[config.mk]
export PLATFORM = sky130hd
export DESIGN_NAME = snes_pad_serial_port_flat
export DESIGN_NICKNAME = d
export VERILOG_FILES = /design/src/rtl/snes_pad_pkg.sv /design/src/rtl/snes_pad_if.sv /design/src/rtl/snes_pad_serial_port.sv /design/src/rtl/snes_pad_in_reg.sv /design/src/rtl/snes_pad_core.sv /design/src/rtl/snes_pad_out_reg.sv /design/src/flat_wrapper.sv
export SDC_FILE = /design/constraint.sdc
export NUM_CORES = 1
export LEC_CHECK = 0
export BUFFER_PORTS_ARGS = -buffer_cell sky130_fd_sc_hd__buf_2
export CAP_MARGIN = 0
export CORE_MARGIN = 2
export CORE_UTILIZATION = 52
export DETAILED_ROUTE_END_ITERATION = 6
export PLACE_DENSITY = 0.72
export SLEW_MARGIN = 20
export SYNTH_ARGS = -nofsm -noshare
export SYNTH_HDL_FRONTEND = slang
export SYNTH_HIERARCHICAL = 1
export SYNTH_SLANG_ARGS = --single-unit
[constraint.sdc]
create_clock -name clk -period 4.4 [get_ports clk]
set_clock_uncertainty 0.05 [all_clocks]
set_input_delay 0.44 -clock clk [delete_from_list [all_inputs] [get_ports clk]]
set_output_delay 0.44 -clock clk [all_outputs]
set_load 0.02 [all_outputs]
[src/rtl/snes_pad_pkg.sv]
`default_nettype none

package snes_pad_pkg;

	// Command codes carried in the action field.
	typedef enum logic [1:0] {
		ACT_PORT_WRITE = 2'd0,
		ACT_SET_ALL    = 2'd1,
		ACT_SET_ONE    = 2'd2
	} action_t;

	// Configuration register indexes.
	localparam int CFG_IDX_W = 3;
	typedef enum logic [CFG_IDX_W-1:0] {
		CFG_MOUSE_EN       = 3'd0,
		CFG_GUN_EN         = 3'd1,
		CFG_KEYBOARD_EN    = 3'd2,
		CFG_MOUSE_SIG_MASK = 3'd3,
		CFG_GUN_TRIG_MASK  = 3'd4,
		CFG_GUN_LIGHT_MASK = 3'd5
	} cfg_idx_t;

	localparam int CFG_DATA_W = 32;
	localparam int PAD_W      = 32;
	localparam int BUTTONS_W  = 12;

	localparam logic [7:0]       LATCH_EDGE = 8'h04;
	localparam logic [7:0]       CLOCK_EDGE = 8'h08;
	localparam logic [PAD_W-1:0] ALL_ONES   = 32'hFFFF_FFFF;
	localparam logic [PAD_W-1:0] PAD_UP     = 32'h0000_0010;
	localparam logic [PAD_W-1:0] PAD_DOWN   = 32'h0000_0020;
	localparam logic [PAD_W-1:0] PAD_LEFT   = 32'h0000_0040;
	localparam logic [PAD_W-1:0] PAD_RIGHT  = 32'h0000_0080;

	// One command beat as held in the input register.
	typedef struct packed {
		logic [1:0]           action;
		logic [7:0]           prev_port;
		logic [7:0]           curr_port;
		logic                 gun_trigger;
		logic                 gun_light;
		logic [1:0]           player;
		logic [BUTTONS_W-1:0] button_mask;
		logic [4:0]           button_index;
		logic                 pressed;
	} cmd_t;

	// Result handed from the core to the output register.
	typedef struct packed {
		logic       valid;
		logic [1:0] pin_data;
	} res_t;

	// Opposing directions pressed together: down and right read as released.
	function automatic logic [PAD_W-1:0] filter_pad(input logic [PAD_W-1:0] b);
		logic [PAD_W-1:0] r;
		r = b;
		if ((r & (PAD_UP | PAD_DOWN)) == '0) begin
			r = r | PAD_DOWN;
		end
		if ((r & (PAD_LEFT | PAD_RIGHT)) == '0) begin
			r = r | PAD_RIGHT;
		end
		return r;
	endfunction

endpackage

`default_nettype wire

[src/rtl/snes_pad_if.sv]
`default_nettype none

// Command channel: one beat per port write or button update.
interface snes_pad_cmd_if;
	logic        valid;
	logic        ready;
	logic [1:0]  action;
	logic [7:0]  prev_port;
	logic [7:0]  curr_port;
	logic        gun_trigger;
	logic        gun_light;
	logic [1:0]  player;
	logic [11:0] button_mask;
	logic [4:0]  button_index;
	logic        pressed;

	modport source (
		output valid, action, prev_port, curr_port, gun_trigger, gun_light,
		player, button_mask, button_index, pressed,
		input  ready
	);
	modport sink (
		input  valid, action, prev_port, curr_port, gun_trigger, gun_light,
		player, button_mask, button_index, pressed,
		output ready
	);
endinterface

// Response channel: the serial pin bits of both pads.
interface snes_pad_rsp_if;
	logic       valid;
	logic       ready;
	logic [1:0] pin_data;

	modport source (output valid, pin_data, input ready);
	modport sink (input valid, pin_data, output ready);
endinterface

`default_nettype wire

[src/rtl/snes_pad_serial_port.sv]
// Two-player SNES pad serial port, as seen from a CPU output port.
// Channels: cmd carries one beat per port write or button update (valid/ready);
// rsp returns the two serial pin bits for every port write; cfg_we, cfg_index
// and cfg_data write the mouse, gun and keyboard registers, one per cycle.
// Path: a port write accepted on cmd is held in the input register, and its pin
// bits are registered in the output register before they go out on rsp. Button
// updates produce no beat on rsp.
// Throughput: one command per cycle while rsp does not stall, set by the single
// input register and the single output register around the pad logic.
// Reset: both pads read all buttons released, both shift registers hold all
// ones, and every configuration register clears.
// Stall: while rsp is held off, the pending pin bits stay in the output
// register and one more port write waits in the input register; cmd.ready then
// drops until rsp.ready returns. Button updates still pass while a result
// waits. cmd.ready depends combinationally on rsp.ready.
// The user must write configuration only while no command is in flight; the block does not enforce it.
`default_nettype none

module snes_pad_serial_port (
	input  wire logic                                clk,
	input  wire logic                                arst_n,
	snes_pad_cmd_if.sink                             cmd,
	snes_pad_rsp_if.source                           rsp,
	input  wire logic                                cfg_we,
	input  wire logic [snes_pad_pkg::CFG_IDX_W-1:0]  cfg_index,
	input  wire logic [snes_pad_pkg::CFG_DATA_W-1:0] cfg_data
);
	import snes_pad_pkg::*;

	logic valid_s1;
	cmd_t cmd_s1;
	logic fire;
	logic out_free;
	res_t res;

	snes_pad_in_reg u_in_reg (
		.clk      (clk),
		.arst_n   (arst_n),
		.cmd      (cmd),
		.fire     (fire),
		.valid_s1 (valid_s1),
		.cmd_s1   (cmd_s1)
	);

	snes_pad_core u_core (
		.clk       (clk),
		.arst_n    (arst_n),
		.cfg_we    (cfg_we),
		.cfg_index (cfg_index),
		.cfg_data  (cfg_data),
		.valid_s1  (valid_s1),
		.cmd_s1    (cmd_s1),
		.out_free  (out_free),
		.fire      (fire),
		.res       (res)
	);

	snes_pad_out_reg u_out_reg (
		.clk      (clk),
		.arst_n   (arst_n),
		.res      (res),
		.out_free (out_free),
		.rsp      (rsp)
	);

endmodule

`default_nettype wire

[src/rtl/snes_pad_in_reg.sv]
`default_nettype none

module snes_pad_in_reg (
	input  wire logic         clk,
	input  wire logic         arst_n,
	snes_pad_cmd_if.sink      cmd,
	input  wire logic         fire,
	output logic              valid_s1,
	output snes_pad_pkg::cmd_t cmd_s1
);
	import snes_pad_pkg::*;

	logic accept;

	// A new beat enters when the stage is empty or drains this cycle.
	assign cmd.ready = !valid_s1 || fire;
	assign accept    = cmd.valid && cmd.ready;

	// Stage valid flag.
	always_ff @(posedge clk or negedge arst_n) begin
		if (!arst_n) begin
			valid_s1 <= 1'b0;
		end else if (accept) begin
			valid_s1 <= 1'b1;
		end else if (fire) begin
			valid_s1 <= 1'b0;
		end
	end

	// Command payload.
	always_ff @(posedge clk) begin
		if (accept) begin
			cmd_s1.action       <= cmd.action;
			cmd_s1.prev_port    <= cmd.prev_port;
			cmd_s1.curr_port    <= cmd.curr_port;
			cmd_s1.gun_trigger  <= cmd.gun_trigger;
			cmd_s1.gun_light    <= cmd.gun_light;
			cmd_s1.player       <= cmd.player;
			cmd_s1.button_mask  <= cmd.button_mask;
			cmd_s1.button_index <= cmd.button_index;
			cmd_s1.pressed      <= cmd.pressed;
		end
	end

endmodule

`default_nettype wire

[src/rtl/snes_pad_core.sv]
`default_nettype none

module snes_pad_core (
	input  wire logic                                 clk,
	input  wire logic                                 arst_n,
	input  wire logic                                 cfg_we,
	input  wire logic [snes_pad_pkg::CFG_IDX_W-1:0]   cfg_index,
	input  wire logic [snes_pad_pkg::CFG_DATA_W-1:0]  cfg_data,
	input  wire logic                                 valid_s1,
	input  wire snes_pad_pkg::cmd_t                   cmd_s1,
	input  wire logic                                 out_free,
	output logic                                      fire,
	output snes_pad_pkg::res_t                        res
);
	import snes_pad_pkg::*;

	logic             mouse_en_q;
	logic             gun_en_q;
	logic             kb_en_q;
	logic [PAD_W-1:0] mouse_sig_mask_q;
	logic [PAD_W-1:0] gun_trig_mask_q;
	logic [PAD_W-1:0] gun_light_mask_q;

	logic [PAD_W-1:0] held_q  [2];
	logic [PAD_W-1:0] shift_q [2];

	logic             is_write;
	logic [7:0]       rise;
	logic             do_latch;
	logic             do_clock;
	logic [PAD_W-1:0] p1_latch;
	logic [PAD_W-1:0] p2_latch;
	logic [PAD_W-1:0] gun_flip;
	logic [PAD_W-1:0] set_all_val;
	logic [PAD_W-1:0] one_bit;

	// Configuration registers.
	always_ff @(posedge clk or negedge arst_n) begin
		if (!arst_n) begin
			mouse_en_q       <= 1'b0;
			gun_en_q         <= 1'b0;
			kb_en_q          <= 1'b0;
			mouse_sig_mask_q <= '0;
			gun_trig_mask_q  <= '0;
			gun_light_mask_q <= '0;
		end else if (cfg_we) begin
			case (cfg_index)
				CFG_MOUSE_EN:       mouse_en_q       <= cfg_data[0];
				CFG_GUN_EN:         gun_en_q         <= cfg_data[0];
				CFG_KEYBOARD_EN:    kb_en_q          <= cfg_data[0];
				CFG_MOUSE_SIG_MASK: mouse_sig_mask_q <= cfg_data;
				CFG_GUN_TRIG_MASK:  gun_trig_mask_q  <= cfg_data;
				CFG_GUN_LIGHT_MASK: gun_light_mask_q <= cfg_data;
				default: ;
			endcase
		end
	end

	// A port write needs room in the output register; button updates never wait.
	assign is_write = (cmd_s1.action == ACT_PORT_WRITE);
	assign fire     = valid_s1 && (!is_write || out_free);

	// Only a lone rising edge on the latch or the clock bit acts.
	assign rise     = cmd_s1.curr_port & ~cmd_s1.prev_port;
	assign do_latch = fire && is_write && (rise == LATCH_EDGE);
	assign do_clock = fire && is_write && (rise == CLOCK_EDGE);

	// Port 1 latch value with the mouse signature or light gun overlay.
	assign gun_flip = ({PAD_W{cmd_s1.gun_trigger}} & gun_trig_mask_q) |
	                  ({PAD_W{cmd_s1.gun_light}} & gun_light_mask_q);

	always_comb begin
		p1_latch = filter_pad(held_q[0]);
		if (mouse_en_q) begin
			p1_latch = p1_latch & ~mouse_sig_mask_q;
		end else if (gun_en_q) begin
			p1_latch = (p1_latch | gun_trig_mask_q | gun_light_mask_q) ^ gun_flip;
		end
	end

	assign p2_latch = filter_pad(held_q[1]);

	// Button update values: on a set-all update, bits above the pad's buttons read released.
	assign set_all_val = {{(PAD_W-BUTTONS_W){1'b1}}, ~cmd_s1.button_mask};
	assign one_bit     = PAD_W'(1) << cmd_s1.button_index;

	// Pad button state and shift registers.
	always_ff @(posedge clk or negedge arst_n) begin
		if (!arst_n) begin
			for (int i = 0; i < 2; i++) begin
				held_q[i]  <= ALL_ONES;
				shift_q[i] <= ALL_ONES;
			end
		end else begin
			for (int i = 0; i < 2; i++) begin
				if (fire && (cmd_s1.player == 2'(i))) begin
					case (cmd_s1.action)
						ACT_SET_ALL: held_q[i] <= set_all_val;
						ACT_SET_ONE: begin
							if (cmd_s1.pressed) begin
								held_q[i] <= held_q[i] & ~one_bit;
							end else begin
								held_q[i] <= held_q[i] | one_bit;
							end
						end
						default: ;
					endcase
				end
			end
			if (do_latch) begin
				shift_q[0] <= p1_latch;
				if (!kb_en_q) begin
					shift_q[1] <= p2_latch;
				end
			end else if (do_clock) begin
				shift_q[0] <= shift_q[0] >> 1;
				if (!kb_en_q) begin
					shift_q[1] <= shift_q[1] >> 1;
				end
			end
		end
	end

	// Pin bits are sampled before any edge acts.
	assign res.valid    = fire && is_write;
	assign res.pin_data = {shift_q[1][0] & ~kb_en_q, shift_q[0][0]};

endmodule

`default_nettype wire

[src/rtl/snes_pad_out_reg.sv]
`default_nettype none

module snes_pad_out_reg (
	input  wire logic               clk,
	input  wire logic               arst_n,
	input  wire snes_pad_pkg::res_t res,
	output logic                    out_free,
	snes_pad_rsp_if.source          rsp
);
	import snes_pad_pkg::*;

	logic       valid_q;
	logic [1:0] pin_data_q;

	// The register can take a result when empty or when its beat leaves now.
	assign out_free = !valid_q || rsp.ready;

	always_ff @(posedge clk or negedge arst_n) begin
		if (!arst_n) begin
			valid_q <= 1'b0;
		end else if (res.valid) begin
			valid_q <= 1'b1;
		end else if (rsp.ready) begin
			valid_q <= 1'b0;
		end
	end

	always_ff @(posedge clk) begin
		if (res.valid) begin
			pin_data_q <= res.pin_data;
		end
	end

	assign rsp.valid    = valid_q;
	assign rsp.pin_data = pin_data_q;

endmodule

`default_nettype wire

[src/flat_wrapper.sv]
// flat-port wrapper written by rule: the top's interface ports become plain ports
module snes_pad_serial_port_flat import snes_pad_pkg::*;
  (clk, arst_n, cfg_we, cfg_index, cfg_data, cmd_valid, cmd_action, cmd_prev_port, cmd_curr_port, cmd_gun_trigger, cmd_gun_light, cmd_player, cmd_button_mask, cmd_button_index, cmd_pressed, cmd_ready, rsp_valid, rsp_pin_data, rsp_ready);
  snes_pad_cmd_if cmd_i ();
  snes_pad_rsp_if rsp_i ();
  input  wire logic clk;
  input  wire logic arst_n;
  input  wire logic cfg_we;
  input  wire logic [snes_pad_pkg::CFG_IDX_W-1:0] cfg_index;
  input  wire logic [snes_pad_pkg::CFG_DATA_W-1:0] cfg_data;
  input wire logic [$bits(cmd_i.valid)-1:0] cmd_valid;
  input wire logic [$bits(cmd_i.action)-1:0] cmd_action;
  input wire logic [$bits(cmd_i.prev_port)-1:0] cmd_prev_port;
  input wire logic [$bits(cmd_i.curr_port)-1:0] cmd_curr_port;
  input wire logic [$bits(cmd_i.gun_trigger)-1:0] cmd_gun_trigger;
  input wire logic [$bits(cmd_i.gun_light)-1:0] cmd_gun_light;
  input wire logic [$bits(cmd_i.player)-1:0] cmd_player;
  input wire logic [$bits(cmd_i.button_mask)-1:0] cmd_button_mask;
  input wire logic [$bits(cmd_i.button_index)-1:0] cmd_button_index;
  input wire logic [$bits(cmd_i.pressed)-1:0] cmd_pressed;
  output wire logic [$bits(cmd_i.ready)-1:0] cmd_ready;
  output wire logic [$bits(rsp_i.valid)-1:0] rsp_valid;
  output wire logic [$bits(rsp_i.pin_data)-1:0] rsp_pin_data;
  input wire logic [$bits(rsp_i.ready)-1:0] rsp_ready;
  assign cmd_i.valid = cmd_valid;
  assign cmd_i.action = cmd_action;
  assign cmd_i.prev_port = cmd_prev_port;
  assign cmd_i.curr_port = cmd_curr_port;
  assign cmd_i.gun_trigger = cmd_gun_trigger;
  assign cmd_i.gun_light = cmd_gun_light;
  assign cmd_i.player = cmd_player;
  assign cmd_i.button_mask = cmd_button_mask;
  assign cmd_i.button_index = cmd_button_index;
  assign cmd_i.pressed = cmd_pressed;
  assign cmd_ready = cmd_i.ready;
  assign rsp_valid = rsp_i.valid;
  assign rsp_pin_data = rsp_i.pin_data;
  assign rsp_i.ready = rsp_ready;
  snes_pad_serial_port u_core (.clk(clk), .arst_n(arst_n), .cmd(cmd_i), .rsp(rsp_i), .cfg_we(cfg_we), .cfg_index(cfg_index), .cfg_data(cfg_data));
endmodule
### Yosys cells after proc, flatten, opt, wreduce, memory -nomap -nowiden

Cells that the tools add are included.

* bits in registers: 271
* input bits: 80
* output and inout bits: 4
* word-level logic and storage cells: 104

* eq/ne operators: 12
* shift-type cells: 1
* muxes and demuxes: 18
* bitwise logic cells: 18
* reductions and logical operators: 33

Operators with widths (number)
* two-way mux 32 bit: 6
* AND 32 bit: 5
* OR 32 bit: 5
* logical NOT 32 bit: 4
* two-way mux 64 bit: 2
* one-hot mux 32 bit (2 select lines): 2
* NOT 32 bit: 2
* left shift 1 x 5 -> 32 bit, first input constant: 1
* bitwise XOR 32 bit: 1
* two-way mux 8 bit: 2
* AND reduction 2 bit: 8
* two-way mux 6 bit: 2
* NOT 12 bit: 1
* AND 8 bit: 1
* equality test 8 x 3 -> 1 bit, second input constant: 1
* equality test 8 x 4 -> 1 bit, second input constant: 1
* NOT 8 bit: 1
* nonzero test 2 bit: 4
* logical AND 1 bit: 7
* equality test 3 x 2 -> 1 bit, second input constant: 2
* equality test 3 bit, second input constant: 2
* equality test 2 x 1 -> 1 bit, second input constant: 2
* logical NOT 2 bit: 2
* two-way mux 1 bit: 4
* 9 further kinds: 14

### Longest topological paths before layout

* depth in word-level cells: 9
* depth in mapped cells: 9
* gate-level depth less buffers: 7

### By module

Netlist, hierarchy kept.

By module, submodules not included
* snes_pad_core: times used 1, cells each 1080, area each 11158.2 µm², seq. area each 5840.6 µm²
* snes_pad_in_reg: times used 1, cells each 44, area each 1255.0 µm², seq. area each 1226.2 µm²
* snes_pad_out_reg: times used 1, cells each 5, area each 107.6 µm², seq. area each 85.1 µm²

### Worst setup path after synthesis

Ideal clock, no wire load.

* kind: flip-flop to flip-flop
* start point: reg u_core/u_in_reg/cmd_s1[23] (netlist name)
* end point: reg u_core/u_core/shift_q[62] in the netlist's numbering
* setup time: 81 ps
* data arrival time: 2091 ps
* required time: 4269 ps
* slack: 2178 ps
* stages on the path, launching flop included: 9
* buffers on the path: 3
* period minus slack after synthesis: 2222 ps
* path through: edfxtp_1 > nor2b_4 > or4_1 > buf_2 > or4_4 > buf_6 > buf_6 > o22ai_2 > o21ai_1

* word-level cells in the longest chain between the ends: 4
* elaborated cells between the ends (all ways): 7
* classes of those cells: eq/ne: 2; mux: 1; bitwise: 1; reduce/logical: 3

Ends and longest elaborated chain
* AND 8 bit *: RTL line snes_pad_core.sv:64 `assign rise = cmd_s1.curr_port & ~cmd_s1.prev_port;`
* equality test 8 x 3 -> 1 bit / equality test 8 x 4 -> 1 bit (equally long branches): RTL line snes_pad_core.sv:65, snes_pad_core.sv:66
* logical AND 1 bit (on tied branches): RTL line snes_pad_core.sv:65, snes_pad_core.sv:66
* two-way mux 64 bit / nonzero test 2 bit (equally long branches)
* end: declaration: RTL line snes_pad_core.sv:25 `logic [PAD_W-1:0] shift_q [2];`

Mark *: on every way between the ends. The rest lies on a longest branch, timed or not.
A chain may end at the register's enable or synchronous reset.

### Final worst setup path

* start point: reg u_core/u_in_reg/cmd_s1[23] (netlist name)
* end point: reg u_core/u_core/shift_q[39] in the netlist's numbering

* word-level cells in the longest chain between the ends: 4
* elaborated cells between the ends (all ways): 7
* classes of those cells: eq/ne: 2; mux: 1; bitwise: 1; reduce/logical: 3

Ends and longest elaborated chain (RTL line)
* AND 8 bit *: snes_pad_core.sv:64
* equality test 8 x 3 -> 1 bit / equality test 8 x 4 -> 1 bit (equally long branches): snes_pad_core.sv:65, snes_pad_core.sv:66
* logical AND 1 bit (on tied branches): snes_pad_core.sv:65, snes_pad_core.sv:66
* two-way mux 64 bit / nonzero test 2 bit (equally long branches)

Marks and branches as above.

==> reports/metrics.csv <==
stage,metric,value,unit
synthesis,Post-synth ARST share,84.5,%
critical_path,crit path cell chain,"nor2b_4, or4_1, or4_2, o31ai_1",
sta,fin. max-slew vios,0,
sta,TNS Setup,0,ps
clock_network,total clock buffers created by CTS,29,
synthesis,Yosys reg bits,271,
sta,Hold Fails Final Rpt,0,
clock_network,deepest clock path buffer count,3,
sta,fmax,344,MHz
route,Vias/cell,5.85,
sta,Final setup viols,0,
power_and_ir_drop,Reg power frac,50.5,%
clock_network,htree depth,1,
critical_path,max incr delay on CP,1200,ps
synthesis,synthesized area,12500,um2
route,DR DRC count,0,
synthesis,Syn Area/Cell,11.1,um2
clock_network,Root Buffer,clkbuf_16,
die,Initial Util,53.2,%
critical_path,"Slowest-stage cell, CP",or4_2,
power_and_ir_drop,Sw Share,27.2,%
clock_network,total clock sinks,271,
die,die height,159,um
synthesis,post-synth net total,1211,
critical_path,R2R Setup Slk,1490,ps
clock_network,TritonCTS clock tree,yes,
synthesis,Post-Synth Simple-Gate Area,11.4,%
die,I/O pin count,84,
power_and_ir_drop,clock power share,32.6,%
sta,RSZ-0062 raised after global routing,no,
power_and_ir_drop,PwrDens,534,nW/um2
layout,Layout area overhead,13.2,%
synthesis,top_reg_cell synth,dfstp_2,
critical_path,Setup CP Type,flip-flop to flip-flop,
critical_path,crit-path leading delay family,simple AND/OR/NAND/NOR gates,
clock_network,CTS clock-pin slew for the worst setup and hold paths,60,ps
sta,worst slew pin tran,1090,ps
critical_path,WP buf/inv,0,
power_and_ir_drop,Gate power share,16.9,%
power_and_ir_drop,Worst VDD drop,321,uV
layout,Antenna Cells,0,
clock_network,later-pin clock latency in the skew report,540,ps
placement,area of placed instances,13200,um2
placement,Port-buffer cells,83,
global_route,vias in the first global route,8764,
synthesis,XOR/XNOR Fraction of Synth Area,0.0700,%
critical_path,crit path from,u_core/u_in_reg/cmd_s1[23],
critical_path,Reg2Reg Launch Point,u_core/u_in_reg/cmd_s1[23],
synthesis,Adder-Cell Fraction of Synth Area,0.200,%
layout,Final Instance Area,14200,um2
layout,"commonest non-fill, non-tap cells in the layout","128 x dfstp_2, 121 x mux2_2, 118 x nand2_1",
critical_path,required time of the critical path,4800,ps
run_status,status,"finished, final reports clean",
route,Iter 0 DRT Violations,734,
die,row cnt,56,
power_and_ir_drop,Pleak,5.52,nW
route,Vias,8928,
layout,Filler cells,1957,
route,wire length per cell,18.8,um
critical_path,startpoint types,flip-flop,
power_and_ir_drop,P_int,5.51,mW
synthesis,largest family of logic cells by synthesized area,compound AO/OA/AOI/OAI gates,
sta,clock period minus worst slack,2910,ps
run,maxcap violations,0,
layout,Reg area,7150,um2
synthesis,synthesized instance count,1129,
global_route,Overflow after GRT,0,
synthesis,post-synthesis mux area share,11.5,%
global_route,largest net degree at the start of global routing,126,
power_and_ir_drop,Sw Pwr,2.06,mW
layout,area occupied by multi-input gates,5000,um2
synthesis,"EDFF count, synth",42,
route,1st-pass router iterations,5,
worst_hold_path,class of the worst hold path,primary input to flip-flop,
route,Post-DRT Antenna Nets,0,
die,die area,25300,um2
layout,post-layout net count,1267,
die,CORE AREA,23500,um2
synthesis,distinct cell type count after synthesis,53,
global_route,first-pass GRT wire length,46800,um
critical_path,CP max FO,63,
placement,routability cong.,0.836,
synthesis,"Seq/Total Area, Yosys",57.1,%
critical_path,Worst Setup End Kind,flip-flop,
die,Die X,159,um
global_route,GRT Overall Usage,22.5,%
sta,period utilization,66.1,%
layout,fraction of layout cells with a size suffix above 1,35.0,%
critical_path,crit path DAT,3300,ps
synthesis,Synth Area in Compound Gates,16.5,%
worst_hold_path,Hold Crit Start,cmd_button_mask[5],
sta,max_slew headroom,27.4,%
placement,post-DP HPWL,18300,um
synthesis,synthesis warning total,6,
route,Post-Route WL,28800,um
global_route,initial antenna violation count,0,
layout,"commonest non-fill, non-tap cell in the layout",dfstp_2,
-- area by class of cell --
type	count	area share [%]
repair buffers	105	4.20
inverters	11	0.291
clock inverters	7	0.424
flip-flops and latches	271	50.5
multi-input cells	767	35.3
well taps	319	2.82
clock buffers	46	6.51
-- worst reg2reg max path: stages (launching register included) --
cell,delay (ps)
edfxtp_1,360
nor2b_4,140
or4_1,650
or4_2,1200
o31ai_1,420
-- state kept, by name, indices dropped and copies added (netlist names), named ones only --
name	cells
u_core/u_core/mouse_sig_mask_q	32
u_core/u_in_reg/valid_s1	1
u_core/u_core/shift_q	63
u_core/u_core/gun_trig_mask_q	32
u_core/u_core/mouse_en_q	1
u_core/u_core/gun_light_mask_q	32
u_core/u_out_reg/rsp.pin_data	2
u_core/u_core/kb_en_q	1
u_core/u_core/gun_en_q	1
u_core/u_core/held_q	40
u_core/u_in_reg/cmd_s1	40
u_core/u_core/res	1
u_core/u_out_reg/rsp.valid	1
-- synth_stat cells, types with 6 or more instances --
master / instances / share of area (%)
mux2i_1: 8 / 0.64
nand2b_1: 8 / 0.40
o21ai_1: 30 / 1.2
nand3b_1: 6 / 0.36
nand2_1: 118 / 3.5
dfstp_2: 128 / 27
a22oi_1: 31 / 1.9
nand3_1: 35 / 1.4
clkbuf_1: 56 / 1.7
a32o_1: 26 / 2.1
o21ai_0: 77 / 3.1
nor2b_1: 18 / 0.90
buf_2: 13 / 0.52
dfrtp_1: 101 / 20
a221o_1: 26 / 2.1
nor2_1: 96 / 2.9
inv_1: 11 / 0.33
a21oi_1: 88 / 3.5
buf_6: 6 / 0.54
o22ai_1: 31 / 1.5
mux2_2: 121 / 11
edfxtp_1: 42 / 10
-- power groups by stage --
stage,logic [mW],clock network (mW),registers [mW]
global placement,1.22,0,3.82
detailed placement,1.28,0,3.85
CTS,1.29,2.51,3.81
global route,1.44,2.62,3.89
floorplan,0.987,0,3.66
finish,1.28,2.46,3.82
-- final timing paths --
kind | end | cells past startpoint
min in group asynchronous | u_core/u_in_reg/valid_s1 | 2
max in group asynchronous | async pin | 3
max reg2reg | u_core/u_core/shift_q[39] | 4
min reg2reg | u_core/u_core/shift_q[38] | 2
max | u_core/u_core/shift_q[39] | 4
min | u_core/u_in_reg/cmd_s1[11] | 1
-- metrics by stage --
stage / setup slack, ps / util [%] / std cells / total power, mW / hold WS, ps
6_report: 1490 / 60.2 / 1526 / 7.57 / 22.8
5_1_grt: 1330 / 60.2 / 1526 / 7.94 / 5.03
4_1_cts: 1490 / 60.2 / 1526 / 7.61 / 0.295
3_5_place_dp: 1510 / 55.9 / 1471 / 5.12 / 405
3_3_place_gp: 1550 / 55.9 / 1471 / 5.04 / 399
2_1_floorplan: 2180 / - / 1129 / 4.65 / 94.4
-- routing by layer --
layer	share of wire, %	GRT usage (%)
met5	0	0
met4	2.8	7.40
met2	46	35.8
met1	46	32.3
met3	5.1	2.97
-- logic make-up (layout without fill, tap and decap cells) --
group / Yosys count / after routing
XOR/XNOR: 1 / 1
buffers and inverters: 91 / 169
multiplexers: 129 / 129
adder cells (fa/ha/maj): 2 / 2
flip-flops: 271 / 271
AO/OA/AOI/OAI: 325 / 325
AND/OR/NAND/NOR: 310 / 310
-- what timing repair did --
action / in CTS / in global routing
buffers inserted: 0 / 0
hold buffers: 2 / 0
resized for setup: 0 / 0
hold endpoints to repair: 12 / 0
No activity file was read; power rests on OpenSTA's default activity.
